--- src/picl_pkg.sv ---
// Shared types and constants for the Q1.15 PI current loop.
// Holds the control word layout, microprogram ROM and register indexes.
// No dependencies; imported by every module of the block.
`default_nettype none

package picl_pkg;

   // Field widths.
   localparam int SAMPLE_W = 10;
   localparam int DUTY_W   = 16;
   localparam int CSR_IDX_W = 8;
   localparam int CSR_DAT_W = 16;
   localparam int PERIOD_W = 15;
   localparam int ACC_W    = 34;
   localparam int MUL_W    = 17;
   localparam int PC_W     = 4;

   // Register indexes.
   localparam logic [CSR_IDX_W-1:0] CSR_SETPOINT   = 8'd0;
   localparam logic [CSR_IDX_W-1:0] CSR_PROP_GAIN  = 8'd1;
   localparam logic [CSR_IDX_W-1:0] CSR_INTEG_GAIN = 8'd2;
   localparam logic [CSR_IDX_W-1:0] CSR_PWM_PERIOD = 8'd3;

   // Reset values.
   localparam logic signed [15:0]   SETPOINT_RST   = 16'sd16384;
   localparam logic signed [15:0]   PROP_GAIN_RST  = 16'sd16384;
   localparam logic signed [15:0]   INTEG_GAIN_RST = 16'sd3276;
   localparam logic [PERIOD_W-1:0]  PWM_PERIOD_RST = 15'd3999;

   // Integrator bounds, plus and minus 2^30.
   localparam logic signed [ACC_W-1:0] INTEG_POS = 34'sh0_4000_0000;
   localparam logic signed [ACC_W-1:0] INTEG_NEG = -INTEG_POS;

   // Datapath operation codes.
   localparam logic [2:0] ALU_NOP      = 3'd0;
   localparam logic [2:0] ALU_ERR      = 3'd1;
   localparam logic [2:0] ALU_ADD_INT  = 3'd2;
   localparam logic [2:0] ALU_CLAMP    = 3'd3;
   localparam logic [2:0] ALU_STORE    = 3'd4;
   localparam logic [2:0] ALU_ADD_PROP = 3'd5;
   localparam logic [2:0] ALU_SAT      = 3'd6;
   localparam logic [2:0] ALU_DUTY     = 3'd7;

   // Multiplier operand select.
   localparam logic [1:0] MUL_NONE = 2'd0;
   localparam logic [1:0] MUL_EI   = 2'd1;
   localparam logic [1:0] MUL_EP   = 2'd2;
   localparam logic [1:0] MUL_QP   = 2'd3;

   // Jump conditions.
   localparam logic [1:0] JMP_NONE     = 2'd0;
   localparam logic [1:0] JMP_ALWAYS   = 2'd1;
   localparam logic [1:0] JMP_IN_RANGE = 2'd2;

   typedef struct packed {
      logic [2:0]      alu_op;
      logic [1:0]      mul_sel;
      logic [1:0]      cond;
      logic [PC_W-1:0] target;
      logic            last;
   } ctrl_word_type;

   typedef struct packed {
      logic acc_in_range;
   } dp_status_type;

   localparam ctrl_word_type CTRL_IDLE = '{ALU_NOP, MUL_NONE, JMP_NONE, 4'd0, 1'b0};

   // Microprogram: one control word per step.
   function automatic ctrl_word_type ucode_rom(input logic [PC_W-1:0] pc);
      ctrl_word_type w;
      w = CTRL_IDLE;
      unique case (pc)
         4'd0: w = '{ALU_ERR,      MUL_NONE, JMP_NONE,     4'd0, 1'b0};
         4'd1: w = '{ALU_NOP,      MUL_EI,   JMP_NONE,     4'd0, 1'b0};
         4'd2: w = '{ALU_ADD_INT,  MUL_NONE, JMP_NONE,     4'd0, 1'b0};
         4'd3: w = '{ALU_NOP,      MUL_NONE, JMP_IN_RANGE, 4'd5, 1'b0};
         4'd4: w = '{ALU_CLAMP,    MUL_NONE, JMP_NONE,     4'd0, 1'b0};
         4'd5: w = '{ALU_STORE,    MUL_EP,   JMP_NONE,     4'd0, 1'b0};
         4'd6: w = '{ALU_ADD_PROP, MUL_NONE, JMP_NONE,     4'd0, 1'b0};
         4'd7: w = '{ALU_SAT,      MUL_NONE, JMP_NONE,     4'd0, 1'b0};
         4'd8: w = '{ALU_NOP,      MUL_QP,   JMP_NONE,     4'd0, 1'b0};
         4'd9: w = '{ALU_DUTY,     MUL_NONE, JMP_NONE,     4'd0, 1'b1};
         default: w = CTRL_IDLE;
      endcase
      return w;
   endfunction

endpackage

`default_nettype wire

--- src/picl_ifs.sv ---
// Valid/ready channel interfaces for the PI current loop.
// Depends on picl_pkg for field widths.
`default_nettype none

interface picl_req_if import picl_pkg::*; ();
   logic                       valid;
   logic                       ready;
   logic signed [SAMPLE_W-1:0] sample;
   modport source (output valid, output sample, input ready);
   modport sink   (input valid, input sample, output ready);
endinterface

interface picl_rsp_if import picl_pkg::*; ();
   logic              valid;
   logic              ready;
   logic [DUTY_W-1:0] pwm_duty;
   modport source (output valid, output pwm_duty, input ready);
   modport sink   (input valid, input pwm_duty, output ready);
endinterface

interface picl_csr_if import picl_pkg::*; ();
   logic                 valid;
   logic                 ready;
   logic [CSR_IDX_W-1:0] index;
   logic [CSR_DAT_W-1:0] data;
   modport source (output valid, output index, output data, input ready);
   modport sink   (input valid, input index, input data, output ready);
endinterface

`default_nettype wire

--- src/picl_seq.sv ---
// Microprogram sequencer: step counter, ROM fetch and conditional jumps.
// Depends on picl_pkg for the control word and ROM.
`default_nettype none

module picl_seq import picl_pkg::*; (
   input  wire logic          clock,
   input  wire logic          reset,
   input  wire logic          start,
   input  wire logic          stall,
   input  wire dp_status_type status,
   output ctrl_word_type      ctrl,
   output logic               busy
);

   logic [PC_W-1:0] pc_ff, pc_in;
   logic            busy_ff, busy_in;
   ctrl_word_type   word;
   logic            advance;
   logic            taken;

   assign word    = ucode_rom(pc_ff);
   assign advance = busy_ff && !(word.last && stall);
   assign ctrl    = advance ? word : CTRL_IDLE;
   assign busy    = busy_ff;

   always_comb begin
      unique case (word.cond)
         JMP_ALWAYS:   taken = 1'b1;
         JMP_IN_RANGE: taken = status.acc_in_range;
         default:      taken = 1'b0;
      endcase
   end

   always_comb begin
      pc_in   = pc_ff;
      busy_in = busy_ff;
      if (start) begin
         pc_in   = '0;
         busy_in = 1'b1;
      end else if (advance) begin
         if (word.last) begin
            pc_in   = '0;
            busy_in = 1'b0;
         end else if (taken) begin
            pc_in = word.target;
         end else begin
            pc_in = pc_ff + 1'b1;
         end
      end
   end

   always_ff @(posedge clock) begin
      if (reset) begin
         pc_ff   <= '0;
         busy_ff <= 1'b0;
      end else begin
         pc_ff   <= pc_in;
         busy_ff <= busy_in;
      end
   end

endmodule

`default_nettype wire

--- src/picl_dp.sv ---
// Datapath of the PI loop: error, one shared 17x17 multiplier, accumulator,
// integrator, saturation. Driven by picl_seq control words; uses picl_pkg.
`default_nettype none

module picl_dp import picl_pkg::*; (
   input  wire logic                       clock,
   input  wire logic                       reset,
   input  wire logic                       load,
   input  wire logic signed [SAMPLE_W-1:0] sample,
   input  wire logic signed [15:0]         setpoint,
   input  wire logic signed [15:0]         prop_gain,
   input  wire logic signed [15:0]         integ_gain,
   input  wire logic [PERIOD_W-1:0]        pwm_period,
   input  wire ctrl_word_type              ctrl,
   output dp_status_type                   status,
   output logic [DUTY_W-1:0]               duty
);

   logic signed [SAMPLE_W-1:0] sample_ff;
   logic signed [15:0]         err_ff, err_in;
   logic signed [15:0]         q_ff, q_in;
   logic signed [ACC_W-1:0]    acc_ff, acc_in;
   logic signed [ACC_W-1:0]    prod_ff;
   logic signed [31:0]         integ_ff, integ_in;
   logic signed [MUL_W-1:0]    mul_a, mul_b;
   logic signed [ACC_W-1:0]    prod_in;
   logic signed [18:0]         acc_sh;
   logic signed [18:0]         prod_sh;

   // Operand select for the shared multiplier.
   always_comb begin
      case (ctrl.mul_sel)
         MUL_EI: begin
            mul_a = {err_ff[15], err_ff};
            mul_b = {integ_gain[15], integ_gain};
         end
         MUL_EP: begin
            mul_a = {err_ff[15], err_ff};
            mul_b = {prop_gain[15], prop_gain};
         end
         MUL_QP: begin
            mul_a = {q_ff[15], q_ff};
            mul_b = {1'b0, pwm_period, 1'b0};
         end
         default: begin
            mul_a = '0;
            mul_b = '0;
         end
      endcase
   end

   assign prod_in = mul_a * mul_b;
   assign acc_sh  = acc_ff[ACC_W-1:15];
   assign prod_sh = prod_ff[ACC_W-1:15];

   assign status.acc_in_range = (acc_ff <= INTEG_POS) && (acc_ff >= INTEG_NEG);

   always_comb begin
      err_in   = err_ff;
      acc_in   = acc_ff;
      q_in     = q_ff;
      integ_in = integ_ff;
      case (ctrl.alu_op)
         ALU_ERR:      err_in = setpoint - {sample_ff[SAMPLE_W-1], sample_ff, 5'b0};
         ALU_ADD_INT:  acc_in = {{2{integ_ff[31]}}, integ_ff} + prod_ff;
         ALU_CLAMP:    acc_in = acc_ff[ACC_W-1] ? INTEG_NEG : INTEG_POS;
         ALU_STORE:    integ_in = acc_ff[31:0];
         ALU_ADD_PROP: acc_in = acc_ff + {prod_ff[ACC_W-2:0], 1'b0};
         ALU_SAT: begin
            if (acc_sh > 19'sd32767)
               q_in = 16'sh7FFF;
            else if (acc_sh < -19'sd32768)
               q_in = 16'sh8000;
            else
               q_in = acc_sh[15:0];
         end
         default: ;
      endcase
   end

   // Floor-shifted duty; negative clamps to zero, overflow to full scale.
   always_comb begin
      if (prod_sh[18])
         duty = '0;
      else if (|prod_sh[17:16])
         duty = '1;
      else
         duty = prod_sh[15:0];
   end

   always_ff @(posedge clock) begin
      if (load)
         sample_ff <= sample;
      err_ff  <= err_in;
      acc_ff  <= acc_in;
      q_ff    <= q_in;
      if (ctrl.mul_sel != MUL_NONE)
         prod_ff <= prod_in;
   end

   always_ff @(posedge clock) begin
      if (reset)
         integ_ff <= '0;
      else
         integ_ff <= integ_in;
   end

endmodule

`default_nettype wire

--- src/pi_current_loop_q15.sv ---
// Q1.15 PI current loop with integrator clamp - top level.
// Depends on picl_pkg, picl_ifs, picl_seq and picl_dp.
//
// Use:
//   req_chan carries one signed 10-bit converter sample per request.
//   rsp_chan returns one pwm_duty value (0 .. 2*pwm_period) per request.
//   csr_chan writes setpoint (0), prop_gain (1), integ_gain (2) and
//   pwm_period (3); other indexes are dropped. Write only while idle.
// Timing:
//   A request starts a 10-step microprogram (9 steps when the integrator
//   stays inside +/-2^30), one step per clock on a single 17x17 multiplier
//   unless the last step stalls. The response is registered after the
//   final step; a new request waits until the sequencer is idle again.
//   req_chan.ready is high whenever the sequencer is idle and out of reset,
//   so the next request enters while an earlier response still waits in
//   the output register.
// Reset:
//   Synchronous, active high. Configuration registers return to their
//   defaults, the integrator clears to zero and no response is pending.
// Stall:
//   If the receiver holds rsp_chan.ready low, the response register holds
//   its value and a following request halts at its last step until the
//   register frees up; nothing is lost or repeated.
`default_nettype none

module pi_current_loop_q15 import picl_pkg::*; (
   input  wire logic clock,
   input  wire logic reset,
   picl_req_if.sink   req_chan,
   picl_rsp_if.source rsp_chan,
   picl_csr_if.sink   csr_chan
);

   logic signed [15:0]     setpoint_ff, prop_gain_ff, integ_gain_ff;
   logic [PERIOD_W-1:0]    pwm_period_ff;
   logic                   rsp_valid_ff, rsp_valid_in;
   logic [DUTY_W-1:0]      rsp_duty_ff;
   logic                   busy;
   logic                   start;
   logic                   stall;
   logic                   csr_write;
   ctrl_word_type          ctrl;
   dp_status_type          status;
   logic [DUTY_W-1:0]      duty;

   // Accept a request only when the sequencer is free.
   assign req_chan.ready = !busy && !reset;
   assign start          = req_chan.valid && req_chan.ready;

   // Hold the last step while the output register is still occupied.
   assign stall = rsp_valid_ff && !rsp_chan.ready;

   assign rsp_chan.valid    = rsp_valid_ff;
   assign rsp_chan.pwm_duty = rsp_duty_ff;

   assign csr_chan.ready = !reset;
   assign csr_write      = csr_chan.valid && csr_chan.ready;

   // Configuration registers; extra upper bits are dropped.
   always_ff @(posedge clock) begin
      if (reset) begin
         setpoint_ff   <= SETPOINT_RST;
         prop_gain_ff  <= PROP_GAIN_RST;
         integ_gain_ff <= INTEG_GAIN_RST;
         pwm_period_ff <= PWM_PERIOD_RST;
      end else if (csr_write) begin
         unique case (csr_chan.index)
            CSR_SETPOINT:   setpoint_ff   <= csr_chan.data;
            CSR_PROP_GAIN:  prop_gain_ff  <= csr_chan.data;
            CSR_INTEG_GAIN: integ_gain_ff <= csr_chan.data;
            CSR_PWM_PERIOD: pwm_period_ff <= csr_chan.data[PERIOD_W-1:0];
            default: ;
         endcase
      end
   end

   picl_seq u_seq (
      .clock  (clock),
      .reset  (reset),
      .start  (start),
      .stall  (stall),
      .status (status),
      .ctrl   (ctrl),
      .busy   (busy)
   );

   picl_dp u_dp (
      .clock      (clock),
      .reset      (reset),
      .load       (start),
      .sample     (req_chan.sample),
      .setpoint   (setpoint_ff),
      .prop_gain  (prop_gain_ff),
      .integ_gain (integ_gain_ff),
      .pwm_period (pwm_period_ff),
      .ctrl       (ctrl),
      .status     (status),
      .duty       (duty)
   );

   // Output register: load on the final step, drop when taken.
   always_comb begin
      rsp_valid_in = rsp_valid_ff;
      if (rsp_valid_ff && rsp_chan.ready)
         rsp_valid_in = 1'b0;
      if (ctrl.last)
         rsp_valid_in = 1'b1;
   end

   always_ff @(posedge clock) begin
      if (reset)
         rsp_valid_ff <= 1'b0;
      else
         rsp_valid_ff <= rsp_valid_in;
   end

   always_ff @(posedge clock) begin
      if (ctrl.last)
         rsp_duty_ff <= duty;
   end

endmodule

`default_nettype wire

--- src/flat_wrapper.sv ---
// flat-port wrapper written by rule: the top's interface ports become plain ports
module pi_current_loop_q15_flat import picl_pkg::*;
  (clock, reset, req_chan_valid, req_chan_sample, req_chan_ready, rsp_chan_valid, rsp_chan_pwm_duty, rsp_chan_ready, csr_chan_valid, csr_chan_index, csr_chan_data, csr_chan_ready);
  picl_req_if req_chan_i ();
  picl_rsp_if rsp_chan_i ();
  picl_csr_if csr_chan_i ();
  input  wire logic clock;
  input  wire logic reset;
  input wire logic [$bits(req_chan_i.valid)-1:0] req_chan_valid;
  input wire logic [$bits(req_chan_i.sample)-1:0] req_chan_sample;
  output wire logic [$bits(req_chan_i.ready)-1:0] req_chan_ready;
  output wire logic [$bits(rsp_chan_i.valid)-1:0] rsp_chan_valid;
  output wire logic [$bits(rsp_chan_i.pwm_duty)-1:0] rsp_chan_pwm_duty;
  input wire logic [$bits(rsp_chan_i.ready)-1:0] rsp_chan_ready;
  input wire logic [$bits(csr_chan_i.valid)-1:0] csr_chan_valid;
  input wire logic [$bits(csr_chan_i.index)-1:0] csr_chan_index;
  input wire logic [$bits(csr_chan_i.data)-1:0] csr_chan_data;
  output wire logic [$bits(csr_chan_i.ready)-1:0] csr_chan_ready;
  assign req_chan_i.valid = req_chan_valid;
  assign req_chan_i.sample = req_chan_sample;
  assign req_chan_ready = req_chan_i.ready;
  assign rsp_chan_valid = rsp_chan_i.valid;
  assign rsp_chan_pwm_duty = rsp_chan_i.pwm_duty;
  assign rsp_chan_i.ready = rsp_chan_ready;
  assign csr_chan_i.valid = csr_chan_valid;
  assign csr_chan_i.index = csr_chan_index;
  assign csr_chan_i.data = csr_chan_data;
  assign csr_chan_ready = csr_chan_i.ready;
  pi_current_loop_q15 u_core (.clock(clock), .reset(reset), .req_chan(req_chan_i), .rsp_chan(rsp_chan_i), .csr_chan(csr_chan_i));
endmodule
--- config.mk ---
export PLATFORM = sky130hd
export DESIGN_NAME = pi_current_loop_q15_flat
export DESIGN_NICKNAME = d
export VERILOG_FILES = /design/src/picl_pkg.sv /design/src/picl_ifs.sv /design/src/picl_seq.sv /design/src/picl_dp.sv /design/src/pi_current_loop_q15.sv /design/src/flat_wrapper.sv
export SDC_FILE = /design/constraint.sdc
export NUM_CORES = 1
export LEC_CHECK = 0
export CORE_MARGIN = 5
export CORE_UTILIZATION = 60
export CTS_CLUSTER_DIAMETER = 200
export CTS_CLUSTER_SIZE = 40
export DETAILED_ROUTE_END_ITERATION = 7
export DONT_BUFFER_PORTS = 1
export GPL_ROUTABILITY_DRIVEN = 0
export PLACE_DENSITY = 0.89
export RECOVER_POWER = 50
export SYNTH_ARGS = -nofsm -noshare
export SYNTH_HDL_FRONTEND = slang
export SYNTH_HIERARCHICAL = 1
export SYNTH_SLANG_ARGS = --single-unit
--- constraint.sdc ---
create_clock -name clock -period 7.7 [get_ports clock]
set_input_delay 0.77 -clock clock [delete_from_list [all_inputs] [get_ports clock]]
set_output_delay 0.77 -clock clock [all_outputs]
set_load 0.02 [all_outputs]
======== Word-level counts from Yosys, hierarchy flattened ========
Memories as Yosys holds them, arrays and structs flattened. A register that Yosys moved wholly into a read port is not among the register bits.
Index checks and enable logic that the tools add are counted.
storage, ports and cells
  bits in registers ....................... 227
  ROM bits ................................ 144
  input port bits ......................... 39
  output and inout bits ................... 19
  word-level logic and storage cells ...... 81
  memories ................................ 1
cells by class
  $add $sub $neg .......................... 4
  multiply operators ...................... 1
  order comparisons ....................... 4
  eq/ne operators ......................... 14
  mux-type cells .......................... 17
  reduce and logical (&&, ||, !) cells .... 26
memories
  name             depth  width  rd ports  clocked after memory_dff  write ports  RTL line        source
  (no name shown)  16     9      1         1                         0            picl_pkg.sv:73  unique case (pc)
operator list
  operator              count
  $pmux 34 s3           1
  $add 34x34->34        2
  $pmux 17 s3           1
  $ge 34x31->1 const B  1
  $le 34x32->1 const B  1
  $mul 17x17->34        1
  $mux 34               1
  $pmux 17 s2           1
  $mux 16               2
  $gt 19x16->1 const B  1
  $lt 19x16->1 const B  1
  $eq 8x2->1 const B    2
  $mux 4                4
  $sub 16x16->16        1
  $mux 12               1
  $reduce_and 2->1      5
  $eq 3x3->1 const B    3
  $eq 8x1->1 const B    1
  $logic_and 1x1->1     8
  $logic_not 8->1       1
  $reduce_bool 2->1     4
  $eq 2x2->1 const B    3
  $eq 3x2->1 const B    2
  $reduce_or 2->1       3
  7 further kinds       15

======== Depth between registers and ports, before layout ========
  word-level depth ........................ 10
  mapped depth ............................ 33
  gate-level depth less buffers ........... 30

======== By module ========
Netlist, hierarchy kept.
by module, submodules not included
  module               instances  cells each  area each (um2)  seq. area each (um2)
  picl_dp              1          2125        19498.7          3943.8
  pi_current_loop_q15  1          263         2980.4           1761.7
  picl_seq             1          80          680.7            240.2

======== Least setup slack after synthesis ========
No wires, ideal clock.
  path type ............................... input-to-reg
  start point ............................. input port rsp_chan_ready
  end point ............................... register u_core.u_dp.prod_ff[32] (data pin)
  setup time .............................. 0.258 ns
  arrival time ............................ 7.991 ns
  data required time ...................... 7.442 ns
  setup slack ............................. -0.548 ns
  stages .................................. 30
  path buffers ............................ 3
  cells stage by stage .................... nor2b_1 -> a21boi_2 -> and2_1 -> inv_1 -> ha_1 -> clkbuf_1 -> clkbuf_1 -> a222oi_1 -> clkbuf_1 -> nor2_1 -> fa_1 -> inv_1 -> fa_1 -> fa_1 -> fa_1 -> inv_1 -> fa_1 -> inv_1 -> fa_1 -> inv_1 -> ha_1 -> and3_1 -> a221o_1 -> or3b_1 -> o211ai_1 -> a21oi_1 -> nor3_2 -> o31ai_1 -> a21oi_1 -> xnor2_1
RTL lines
  what                  RTL line            source
  from (decl)           flat_wrapper.sv:14  input wire logic [$bits(rsp_chan_i.ready)-1:0] rsp_chan_ready;
  to (signal assigned)  picl_dp.sv:98       prod_ff <= prod_in;
  to (decl)             picl_dp.sv:23       logic signed [ACC_W-1:0] prod_ff;

==> impl_metrics.toml <==
[clock_network]
clock_latency_ns = 0.49
max-clock-path-buffers = 3
cts.htree.levels = 1
clock_sinks = 234
cts_tree = "done"
cts_buffers = 9
cts_hold_buf = 0
path_clk_slew_ns = 0.15
clockRootBuffer = "clkbuf_16"

[global_routing]
grt_usage_pct = 30.5
first_global_vias = 20127
grt_pass1_wl_mm = 103
antenna_found_initial = 1
grt_max_degree = 70
grt_overflow_total = 0

[drt]
met2_length_mm = 31.4
post_drt_via_cell_ratio = 6.41
drc = 83
drtIter0Drc = 2861
drt-total-wl_mm = 69.3
avgRoutedWirePerCell_um = 22.6
first_pass_iters = 8
wl_met3_mm = 8.81
ant_nets = 0
num_vias = 19668
m1WireLength_mm = 23.3
dr.max_layer_used = "met4"

[worst_setup_path]
cp_common_cell = "fa_1"
cp_slowest_cell = "fa_1"
critPathKind = "reg2reg"
max_stage_delay_ns = 0.54
worst_ep_arrival_time_ns = 8.07
cp-start-kind = "flop"
end_kind = "flop"
critPathRequiredTime_ns = 7.95
ff2ff_path_depth = 30
critPathMaxFanout = 8

[synthesis]
yosysWarnings = 6
syn_area_per_cell_um2 = 9.39
synth_area_um2 = 23100
synth_nets = 2958
synthCells = 2461

[floorplan]
die_w_um = 206
rows = 71
pin_count = 58
start_util_pct = 61.1
coreArea_um2 = 37800
fp.dieH_um = 206
die-area_um2 = 42500

[finish]
final_cells = 3069
post_route_cells_drive_above_1_share_pct = 11.7
fill_cells = 2606
n_antenna_cell = 0
layout-area-overhead-vs-synth_pct = 9.53
nets = 3053

[run_status]
status = "finished, violations left"
violations = "design-rule violations, negative setup slack"

[timing]
drv_slew = 0
worst_slew_pin_slew_ns = 1.35
final.min_clock_period_ns = 7.81
final-setup-viol-count = 2
finalHoldViolations = 0
setup_ws_ns = -0.113
whs_ns = 0.343
fin_skew_ns = 0.0160
slew_headroom_pct = 9.70
min_period_over_period_pct = 101
max_clock_freq_mhz = 128
rsz0062_at_grt = "true"

[pwr]
leakage_nw = 11.9
switching_power_mw = 0.457
combPwrFrac_pct = 5.4
p_per_area_nw_per_um2 = 80.6
ir_worst_vdd_mv = 0.148
seqPwrFrac_pct = 65.2
clock_power_share_pct = 29.4
p_int_mw = 1.58
switching_share_pct = 22.4

[placement]
dp_hpwl_mm = 50.9
port_buffers = 0
placed_cells = 3028

[min_path]
min_delay_path_depth = 1
hold_class = "in2reg"

[run]
maxCapViolCount = 0
worst paths after layout:
| path | endpoint | slack, ns | start |
|---|---|---|---|
| setup / recovery | u_core/u_dp/prod_ff[32] | -0.11 | u_core/rsp_chan.valid |
| hold / removal | u_core/u_seq/busy | 0.34 | reset |
| setup reg to reg | u_core/u_dp/prod_ff[32] | -0.11 | u_core/rsp_chan.valid |
| hold reg to reg | u_core/u_dp/err_ff[2] | 0.46 | u_core/setpoint_ff[2] |
per-layer routing:
metal / global-route usage [%] / vias up
li1: - / 8288
met1: 36.8 / 9247
met2: 50.4 / 1579
met3: 8.88 / 554
met4: 14.6 / 0
met5: 0 / -
worst max-delay path: cells and delay by family, from the launching register on:
family,cells,cell delay [ns]
XOR/XNOR,1,0.10
flip-flops,1,0.35
AO/OA/AOI/OAI,8,1.69
AND/OR/NAND/NOR,5,1.03
adder cells (fa/ha/maj),8,3.50
buffers and inverters,8,0.90
through the flow:
stage / cell area (um2) / setup WS, ns / util, % / setup TNS (ns) / power [mW]
after floorplan: 23300 / -0.103 / - / -0.177 / 1.43
after global placement: 24600 / -0.127 / 65.1 / -0.296 / 1.45
after detailed placement: 24600 / -0.305 / 65.1 / -1.50 / 1.46
after CTS: 24900 / 0.0669 / 65.8 / 0 / 2.04
after global routing: 25300 / -0.263 / 66.9 / -0.998 / 2.10
final: 25300 / -0.113 / 66.9 / -0.221 / 2.04
flip-flops by register name, indices dropped and copies added (netlist names):
| signal | flops |
|---|---|
| u_core/pwm_period_ff | 15 |
| u_core/u_dp/integ_ff | 32 |
| u_core/prop_gain_ff | 16 |
| u_core/u_dp/sample_ff | 10 |
| u_core/u_dp/prod_ff | 34 |
| u_core/u_dp/acc_ff | 34 |
| u_core/integ_gain_ff | 16 |
| u_core/rsp_chan.valid | 1 |
| u_core/u_dp/err_ff | 16 |
| u_core/rsp_chan.pwm_duty | 16 |
| u_core/u_seq/busy | 1 |
| u_core/u_seq/word | 7 |
| u_core/u_seq/pc_ff | 4 |
| u_core/setpoint_ff | 16 |
| u_core/u_dp/q_ff | 16 |
cells in the final DEF, fill, tap and decap left out, drive strengths merged, types with 8 or more instances in the layout:
cell and count:
a22oi 24, buf 176, o22ai 23, a222oi 8, nor2 296, or3 23, and3 15, o21bai 10
dfxtp 108, a21o 65, xor2 43, nor4 11, nor2b 11, fa 289, nor3 21, a211oi 13
inv 340, edfxtp 126, nor3b 8, or2 26, clkbuf 15, o21a 13, o211ai 11, nand3 20
xnor2 50, o21ai 48, a21boi 11, nand2 281, a31oi 11, mux2i 66, ha 169, nand4 12
nand2b 11, and2 30, a21oi 114
repair_timing:
item	4_1_cts	5_1_grt
cloned	0	3
setup buffers	0	25
pin swaps	0	39
endpoints found under the setup margin	2	9
resized for setup	1	60
power groups by stage:
stage	combinational (mW)	clock, mW	sequential (mW)
detailed placement	0.102	0	1.36
global route	0.119	0.648	1.33
floorplan	0.0813	0	1.35
global placement	0.0967	0	1.36
finish	0.110	0.599	1.33
CTS	0.103	0.606	1.33
layout make-up:
cell class	instances	area [um2]	share of cell area [%]
sequential	234	5950	23.5
tap	511	639	2.53
inverter	341	1290	5.08
timing repair buffer	179	1430	5.63
clock inverter	1	8.76	0.0346
multi-input combinational	1791	15800	62.3
clock buffer	12	236	0.934
(Power assumes the default switching activity.)
